$ cat src/bezier_surface_point_eval_defines.svh
// ---------------------------------------------------------------------------
// Bezier surface evaluator assertion macros
// Concurrent assertion wrappers; empty when built for synthesis.
// ---------------------------------------------------------------------------
`ifndef BEZIER_SURFACE_POINT_EVAL_DEFINES_SVH
`define BEZIER_SURFACE_POINT_EVAL_DEFINES_SVH

`ifndef SYNTHESIS
// Property must hold at every clock edge outside reset
`define BZS_ASSERT(lbl, clk, rst_n, prop) \
    lbl: assert property (@(posedge clk) disable iff (!rst_n) prop) \
        else $error("bzs assertion failed");
// Expression must never be true outside reset
`define BZS_ASSERT_NEVER(lbl, clk, rst_n, expr) \
    `BZS_ASSERT(lbl, clk, rst_n, !(expr))
`else
`define BZS_ASSERT(lbl, clk, rst_n, prop)
`define BZS_ASSERT_NEVER(lbl, clk, rst_n, expr)
`endif

`endif

$ cat src/bzs_pkg.sv
// ---------------------------------------------------------------------------
// Bezier surface evaluator package
// Shared types, codes, constants and the binomial table.
// ---------------------------------------------------------------------------
package bzs_pkg;

    localparam int MAX_ORDER_DEF  = 8;
    localparam int COORD_BITS_DEF = 32;
    localparam int WFRAC          = 16;
    localparam int DIV_STEPS      = 18;
    localparam int WGT_W          = 17;
    localparam int NUM_W          = 64;

    // configuration register indexes
    localparam logic [1:0] CFG_DEG_ROWS = 2'd0;
    localparam logic [1:0] CFG_DEG_COLS = 2'd1;
    localparam logic [1:0] CFG_RES      = 2'd2;

    // item kinds carried in tuser
    localparam logic MODE_LOAD = 1'b0;
    localparam logic MODE_EVAL = 1'b1;

    localparam logic [2:0] RST_DEG = 3'd3;
    localparam logic [7:0] RST_RES = 8'd16;

    localparam logic [5:0] BINOM [8][8] = '{
        '{6'd1, 6'd0, 6'd0, 6'd0, 6'd0, 6'd0, 6'd0, 6'd0},
        '{6'd1, 6'd1, 6'd0, 6'd0, 6'd0, 6'd0, 6'd0, 6'd0},
        '{6'd1, 6'd2, 6'd1, 6'd0, 6'd0, 6'd0, 6'd0, 6'd0},
        '{6'd1, 6'd3, 6'd3, 6'd1, 6'd0, 6'd0, 6'd0, 6'd0},
        '{6'd1, 6'd4, 6'd6, 6'd4, 6'd1, 6'd0, 6'd0, 6'd0},
        '{6'd1, 6'd5, 6'd10, 6'd10, 6'd5, 6'd1, 6'd0, 6'd0},
        '{6'd1, 6'd6, 6'd15, 6'd20, 6'd15, 6'd6, 6'd1, 6'd0},
        '{6'd1, 6'd7, 6'd21, 6'd35, 6'd35, 6'd21, 6'd7, 6'd1}
    };

    typedef enum logic [2:0] {
        S_IDLE,
        S_WI,
        S_WJ,
        S_MW,
        S_MAC,
        S_FIN
    } t_state;

    typedef enum logic [1:0] {
        W_IDLE,
        W_MUL,
        W_DIV
    } t_wstate;

    // one Bernstein weight request
    typedef struct packed {
        logic [2:0] d;
        logic [2:0] k;
        logic [7:0] n;
        logic [7:0] r;
    } t_wreq;

endpackage

$ cat src/bzs_weight.sv
// ---------------------------------------------------------------------------
// Bernstein weight unit
// Builds C(d,k) n^k (r-n)^(d-k) and r^d by repeated multiply, then divides
// them with a restoring divider, one quotient bit per cycle, rounded to Q1.16.
// ---------------------------------------------------------------------------
module bzs_weight (
    input  logic                              i_clk,
    input  logic                              i_rst_n,
    input  logic                              i_start,
    input  bzs_pkg::t_wreq                    i_req,
    output logic                              o_done,
    output logic [bzs_pkg::WGT_W-1:0]         o_weight
);

    bzs_pkg::t_wstate                  r_state, n_state;
    bzs_pkg::t_wreq                    r_req, n_req;
    logic [bzs_pkg::NUM_W-1:0]         r_num, n_num;
    logic [bzs_pkg::NUM_W-1:0]         r_den, n_den;
    logic [bzs_pkg::NUM_W-1:0]         r_rem, n_rem;
    logic [bzs_pkg::DIV_STEPS-1:0]     r_q, n_q;
    logic [2:0]                        r_f, n_f;
    logic [4:0]                        r_cnt, n_cnt;
    logic                              r_done, n_done;
    logic [bzs_pkg::WGT_W-1:0]         r_weight, n_weight;
    logic [7:0]                        factor;
    logic [bzs_pkg::NUM_W-1:0]         rem_sh;
    logic                              qbit;

    // factor n for the first k steps, r-n after
    assign factor = (r_f < r_req.k) ? r_req.n : (r_req.r - r_req.n);

    // sequence multiply and divide steps
    always_comb begin
        n_state  = r_state;
        n_req    = r_req;
        n_num    = r_num;
        n_den    = r_den;
        n_rem    = r_rem;
        n_q      = r_q;
        n_f      = r_f;
        n_cnt    = r_cnt;
        n_done   = 1'b0;
        n_weight = r_weight;
        rem_sh   = (r_cnt == 5'd0) ? r_rem : {r_rem[bzs_pkg::NUM_W-2:0], 1'b0};
        qbit     = (rem_sh >= r_den);
        case (r_state)
            bzs_pkg::W_IDLE: begin
                if (i_start) begin
                    n_req   = i_req;
                    n_num   = bzs_pkg::NUM_W'(bzs_pkg::BINOM[i_req.d][i_req.k]);
                    n_den   = bzs_pkg::NUM_W'(1);
                    n_f     = 3'd0;
                    n_state = bzs_pkg::W_MUL;
                end
            end
            bzs_pkg::W_MUL: begin
                if (r_f == r_req.d) begin
                    n_rem   = r_num;
                    n_q     = '0;
                    n_cnt   = 5'd0;
                    n_state = bzs_pkg::W_DIV;
                end else begin
                    n_num = r_num * bzs_pkg::NUM_W'(factor);
                    n_den = r_den * bzs_pkg::NUM_W'(r_req.r);
                    n_f   = r_f + 3'd1;
                end
            end
            bzs_pkg::W_DIV: begin
                n_rem = qbit ? (rem_sh - r_den) : rem_sh;
                n_q   = {r_q[bzs_pkg::DIV_STEPS-2:0], qbit};
                if (r_cnt == 5'(bzs_pkg::DIV_STEPS - 1)) begin
                    n_weight = bzs_pkg::WGT_W'(
                        ({1'b0, n_q} + (bzs_pkg::DIV_STEPS + 1)'(1)) >> 1);
                    n_done   = 1'b1;
                    n_state  = bzs_pkg::W_IDLE;
                end else begin
                    n_cnt = r_cnt + 5'd1;
                end
            end
            default: begin
                n_state = bzs_pkg::W_IDLE;
            end
        endcase
    end

    // hold control state
    always_ff @(posedge i_clk) begin
        if (!i_rst_n) begin
            r_state <= bzs_pkg::W_IDLE;
            r_done  <= 1'b0;
        end else begin
            r_state <= n_state;
            r_done  <= n_done;
        end
    end

    // hold datapath
    always_ff @(posedge i_clk) begin
        r_req    <= n_req;
        r_num    <= n_num;
        r_den    <= n_den;
        r_rem    <= n_rem;
        r_q      <= n_q;
        r_f      <= n_f;
        r_cnt    <= n_cnt;
        r_weight <= n_weight;
    end

    assign o_done   = r_done;
    assign o_weight = r_weight;

endmodule
$ cat config.mk
export PLATFORM = sky130hd
export DESIGN_NAME = bzs_weight
export DESIGN_NICKNAME = d
export VERILOG_FILES = /design/src/bezier_surface_point_eval_defines.svh /design/src/bzs_pkg.sv /design/src/bzs_weight.sv
export SDC_FILE = /design/constraint.sdc
export NUM_CORES = 2
export LEC_CHECK = 0
export ABC_AREA = 1
export BUFFER_PORTS_ARGS = -buffer_cell sky130_fd_sc_hd__buf_4
export CORE_ASPECT_RATIO = 1.1
export CORE_UTILIZATION = 59
export DETAILED_ROUTE_END_ITERATION = 7
export GPL_ROUTABILITY_DRIVEN = 0
export GPL_TIMING_DRIVEN = 0
export PLACE_DENSITY_LB_ADDON = 0.12
export SLEW_MARGIN = 20
export SYNTH_ARGS = -nofsm -noshare
export SYNTH_HDL_FRONTEND = slang
export SYNTH_SLANG_ARGS = --single-unit
export TNS_END_PERCENT = 10
$ cat constraint.sdc
create_clock -name i_clk -period 11.2 [get_ports i_clk]
set_input_delay 1.68 -clock i_clk [delete_from_list [all_inputs] [get_ports i_clk]]
set_output_delay 1.68 -clock i_clk [all_outputs]
set_load 0.05 [all_outputs]
# Word-level counts from Yosys, hierarchy flattened
# Memory sizes are Yosys's and may differ from the RTL's.
# Index checks and enable logic that the tools add are counted.
[totals]
ramBits = 0
word_cells = 76
latchBits = 0
regBits = 259
rom_bits = 384
out_inout_bits = 18
n_memories = 1
[classes]
div_mod_pow = 0
n_mux = 29
n_addsub = 5
n_eq_ne = 9
n_lt_le_gt_ge = 4
n_mul = 2
shift = 0
reduce_logical = 11
bitwise = 2
[memory_table]
columns = ["name", "depth", "width", "rd", "rd_ports_with_merged_regs", "write_ports", "line", "text"]
rows = [
  ["(name not given)", 8, 48, 1, 0, 0, "bzs_weight.sv:50", "n_num = bzs_pkg::NUM_W'(bzs_pkg::BINOM[i_req.d][i_req.k]);"],
]
[ops]
columns = ["operator", "n"]
rows = [
  ["64-bit two-way mux", 7],
  ["64-bit case mux with 2 select lines", 3],
  ["64-bit by 8-bit multiplier with 64-bit output", 2],
  ["48-bit two-way mux", 2],
  ["64-bit greater-or-equal comparator", 1],
  ["64-bit subtractor", 1],
  ["17-bit case mux with 2 select lines", 1],
  ["18-bit by 1-bit adder with 18-bit output (second input constant)", 1],
  ["6-bit binary-select mux with 3-bit select", 1],
  ["17-bit two-way mux", 1],
  ["6-bit two-way mux", 2],
  ["5-bit two-way mux", 2],
  ["2-bit inequality test (second input constant)", 5],
  ["5-bit case mux with 2 select lines", 1],
  ["3-bit AND reduction", 3],
  ["4-bit greater-or-equal comparator (second input constant)", 2],
  ["8-bit two-way mux", 1],
  ["3-bit NOT with 4-bit output", 2],
  ["2-bit AND reduction", 4],
  ["8-bit subtractor", 1],
  ["2-bit two-way mux", 3],
  ["3-bit two-way mux", 2],
  ["2-bit case mux with 3 select lines", 1],
  ["3-bit case mux with 2 select lines", 1],
  ["other kinds (11)", 12],
]

# Longest topological paths before layout
[logic_depth]
word_depth = 9
ltp_mapped = 37
depth_no_buf = 35

# Least setup slack after synthesis
# No wires, ideal clock.
[synth_path]
path_type = "input to register"
startpoint = "input port i_start"
endpoint = "register r_den[0] (netlist bit) (enable)"
required_time_ps = 10418
n_path_buf = 0
path_slack_ps = -118
path_stages = 2
arrival_ps = 10536
cell_sequence = "nor2_1 -> nor3_1"
[synth_between]
elab_chain_cells = 2
[synth_lines]
columns = ["element", "line", "text"]
rows = [
  ["start: declaration", "bzs_weight.sv:9", "input logic i_start,"],
  ["2-bit inequality test (no line)", "n/a", ""],
  ["3-bit AND reduction (no line)", "n/a", ""],
  ["end signal: assignment", "bzs_weight.sv:101", "r_den <= n_den;"],
  ["end: declaration", "bzs_weight.sv:18", "logic [bzs_pkg::NUM_W-1:0] r_den, n_den;"],
]
# Every way passes these cells.
# A chain may end at the register's enable or synchronous reset.

# Worst setup path in the final report
[layout_path]
startpoint = "register r_req[0] (netlist bit)"
endpoint = "register r_num[47] (netlist bit), data pin"
[layout_between]
elab_chain_cells = 5
[layout_lines]
columns = ["element", "line", "text"]
rows = [
  ["start: declaration", "bzs_weight.sv:16", "bzs_pkg::t_wreq r_req, n_req;"],
  ["start signal: assignment", "bzs_weight.sv:99", "r_req <= n_req;"],
  ["8-bit subtractor", "bzs_weight.sv:30", "assign factor = (r_f < r_req.k) ? r_req.n : (r_req.r - r_req.n);"],
  ["8-bit two-way mux", "bzs_weight.sv:30", ""],
  ["64-bit by 8-bit multiplier with 64-bit output", "bzs_weight.sv:63", "n_num = r_num * bzs_pkg::NUM_W'(factor);"],
  ["64-bit two-way mux", "bzs_weight.sv:57", "if (r_f == r_req.d) begin"],
  ["64-bit case mux with 2 select lines", "bzs_weight.sv:46", "case (r_state)"],
  ["end signal: assignment", "bzs_weight.sv:100", "r_num <= n_num;"],
  ["end: declaration", "bzs_weight.sv:17", "logic [bzs_pkg::NUM_W-1:0] r_num, n_num;"],
]
# Every way passes these cells. The select of a mux whose other input is x is not followed.

==> impl_metrics.py <==
metrics = {
    "die": {
        "rows": 107,
        "core_mm2": 0.07738,
        "die_h_um": 295.0,
        "die_area_mm2": 0.07915,
        "fp.dieW_um": 268.3,
        "start_util_pct": 59.49,
        "io_pins": 43,
    },
    "timing": {
        "finalMaxSlewViolations": 0,
        "rsz0062_at_grt": "false",
        "skew_ns": 0.03530,
        "fin_crit_ns": 8.932,
        "period_share_pct": 79.75,
        "max_freq_mhz": 112.0,
        "tightest_slew_ns": 1.203,
        "fin_hold_ws_ns": 0.5632,
        "finalSetupViolations": 0,
        "hold_viol_final": 0,
        "relSlewSlack_pct": 19.08,
    },
    "grt": {
        "overflow": 0,
        "grt_usage_pct": 40.39,
        "grt_pass1_vias": 42470,
        "antenna_found_initial": 1,
        "grt_pass1_wl_mm": 238.9,
        "grt_max_degree": 64,
    },
    "worst_setup_path": {
        "crit_arrival_ns": 9.26,
        "endpoint_kind": "flip-flop",
        "path_class": "flip-flop to flip-flop",
        "crit_required_ns": 11.53,
        "timing.reg2reg.setup_slack_ns": 2.27,
        "slowest_delay_ns": 0.70,
        "r2r_end": "r_num[47]$_SDFFCE_PN0P_",
        "cp_max_fo": 10,
        "cp-start-kind": "flip-flop",
        "regToRegStartpoint": "r_req[0]$_DFFE_PP_",
        "slowest_stage": "clkbuf_1",
        "crit_path_frequent_cell": "nand2_1",
        "reg2regPathDepth": 35,
    },
    "worst_hold_path": {
        "worstHoldStart": "r_q[16]$_SDFFCE_PN0P_",
        "hold_end": "o_weight[16]$_DFFE_PP_",
        "hp-class": "flip-flop to flip-flop",
        "min_path_cells": 1,
    },
    "route": {
        "ant_nets": 0,
        "firstDrtPassIters": 8,
        "avgRoutedWirePerCell_um": 21.34,
        "drc_errors": 2,
        "drtIter0Drc": 4420,
        "vias": 42110,
        "viasPerCell": 5.764,
        "wl_mm": 155.9,
    },
    "status": {
        "failed_checks": "DRC",
        "status": "finished with violations",
    },
    "synthesis": {
        "synth_async_sr_flop_share_pct": 0,
        "synthTopCellsByCount": "inv_1 (1344), nand2_1 (1232), nor2_1 (762)",
        "synth_nets": 7104,
        "synth-edff-count": 256,
        "ys_ff_latch": 259,
        "yosys_warnings": 0,
        "syn_area_mm2": 0.04604,
        "synth_top_area_share_pct": 30.35,
        "syn_avg_cell_area_um2": 7.482,
        "synth_area_leader_cell": "fa_1",
        "yosysSeqAreaShare_pct": 16.83,
        "synth_cell_types": 60,
        "syn_inst": 6153,
        "synth_most_common_cell": "inv_1",
        "synth.area.top_cells": "fa_1 (30%), edfxtp_1 (17%), inv_1 (11%)",
        "ys.flop_type": "edfxtp_1",
    },
    "cells_and_area": {
        "stdcell_count": 7305,
        "layout.nets": 7195,
        "multi_input_area_mm2": 0.03239,
        "final_area_mm2": 0.04903,
        "drive_above_1_share_pct": 2.807,
        "areaGrowthSynthToFinish_pct": 6.496,
        "fillers": 7147,
        "regArea_mm2": 0.007747,
    },
    "clocking": {
        "cts_root_buf": "clkbuf_16",
        "numClockSinks": 259,
        "clk_path_buf_depth": 3,
        "clk-insertion-delay-late_ns": 0.59,
        "post_cts_resized": 0,
        "post_cts_buffers": 0,
        "holdBufCountCts": 0,
        "cts_tree": "yes",
        "numCtsBuffers": 35,
        "cts-htree-levels": 2,
        "clk_pin_slew_ns": 0.07,
    },
    "placement": {
        "placed_area_mm2": 0.04789,
        "placed_cells": 7242,
        "port_buffers": 42,
        "dp_hpwl_mm": 127.2,
    },
    "flow_run": {
        "drv_cap": 0,
    },
}
==> worst max-delay path: cells and delay by family (launching register included) <==
family          cells  cell delay [ns]
fa+ha+maj           7             2.72
buf+inv             6             2.18
simple gates       17             1.99
compound gates      5             1.38
flops               1             0.41
==> registers in the layout (all words and copies together) (netlist names) <==
register,count
r_rem,64
r_q,17
r_den,64
o_done,1
r_state,2
r_f,3
r_req,22
r_cnt,5
r_num,64
o_weight,17
==> routing by layer <==
metal | global-route usage (%) | vias up | share of wire [%]
met2 | 65.29 | 2313 | 45
met4 | 28.74 | 0 | 8.7
met5 | 0 | - | 0
li1 | - | 19150 | -
met1 | 48.74 | 20030 | 36
met3 | 7.463 | 620 | 9.4
==> kinds of logic after synthesis <==
group           share of synthesized area (%)
compound gates                          12.47
xor+xnor                                1.560
fa+ha+maj                               36.55
buf+inv                                 12.87
flops                                   16.83
mux                                    0.4022
simple gates                            19.32
==> metrics by stage <==
step	worst slack, ns	utilization (%)	setup TNS (ns)
finish	2.268	63.36	0
global placement	-0.1507	61.58	-14.75
CTS	2.457	63.35	0
floorplan	3.828	-	0
detailed placement	2.462	61.89	0
global route	1.839	63.35	0
==> cells in the final DEF (no fill, tap or decap), types with 33 or more instances in the layout <==
master     synthesis  routed
a21oi_1          446     446
buf_4              2      44
clkbuf_1         178     180
clkbuf_16          0      36
edfxtp_1         256     256
fa_1             698     698
ha_1             228     228
inv_1           1344    1344
nand2_1         1232    1231
nand3_1          128     128
nor2_1           762     760
nor3_1            39      38
o21a_1            34      34
o21ai_0          408     408
o21ai_1           33      33
xnor2_1           40      40
xor2_1            42      42
==> how the worst max path moves through the flow <==
stage / startpoint / to / slack (ns) / cells past startpoint
floorplan: i_start / r_den[0]$_SDFFCE_PN1P_ / 3.83 / 2
global placement: i_start / r_den[1]$_SDFFCE_PN0P_ / -0.15 / 3
detailed placement: r_req[0]$_DFFE_PP_ / r_num[47]$_SDFFCE_PN0P_ / 2.46 / 35
CTS: r_req[0]$_DFFE_PP_ / r_num[47]$_SDFFCE_PN0P_ / 2.46 / 35
global route: r_req[0]$_DFFE_PP_ / r_num[47]$_SDFFCE_PN0P_ / 1.84 / 33
finish: r_req[0]$_DFFE_PP_ / r_num[47]$_SDFFCE_PN0P_ / 2.27 / 35
==> area by class of cell <==
| cell class | count | area share [%] |
|---|---|---|
| multi-input cells | 4329 | 66.07 |
| repair buffers | 54 | 1.080 |
| plain buffers | 212 | 1.735 |
| inverters | 1353 | 10.36 |
| well taps | 1035 | 2.641 |
| clock inverters | 18 | 0.3445 |
| flip-flops and latches | 259 | 15.80 |
| diodes | 1 | 0.005104 |
| clock buffers | 44 | 1.960 |
Power is not shown: default switching activity piles up to over one toggle a cycle in this logic, so the estimate is an artifact.
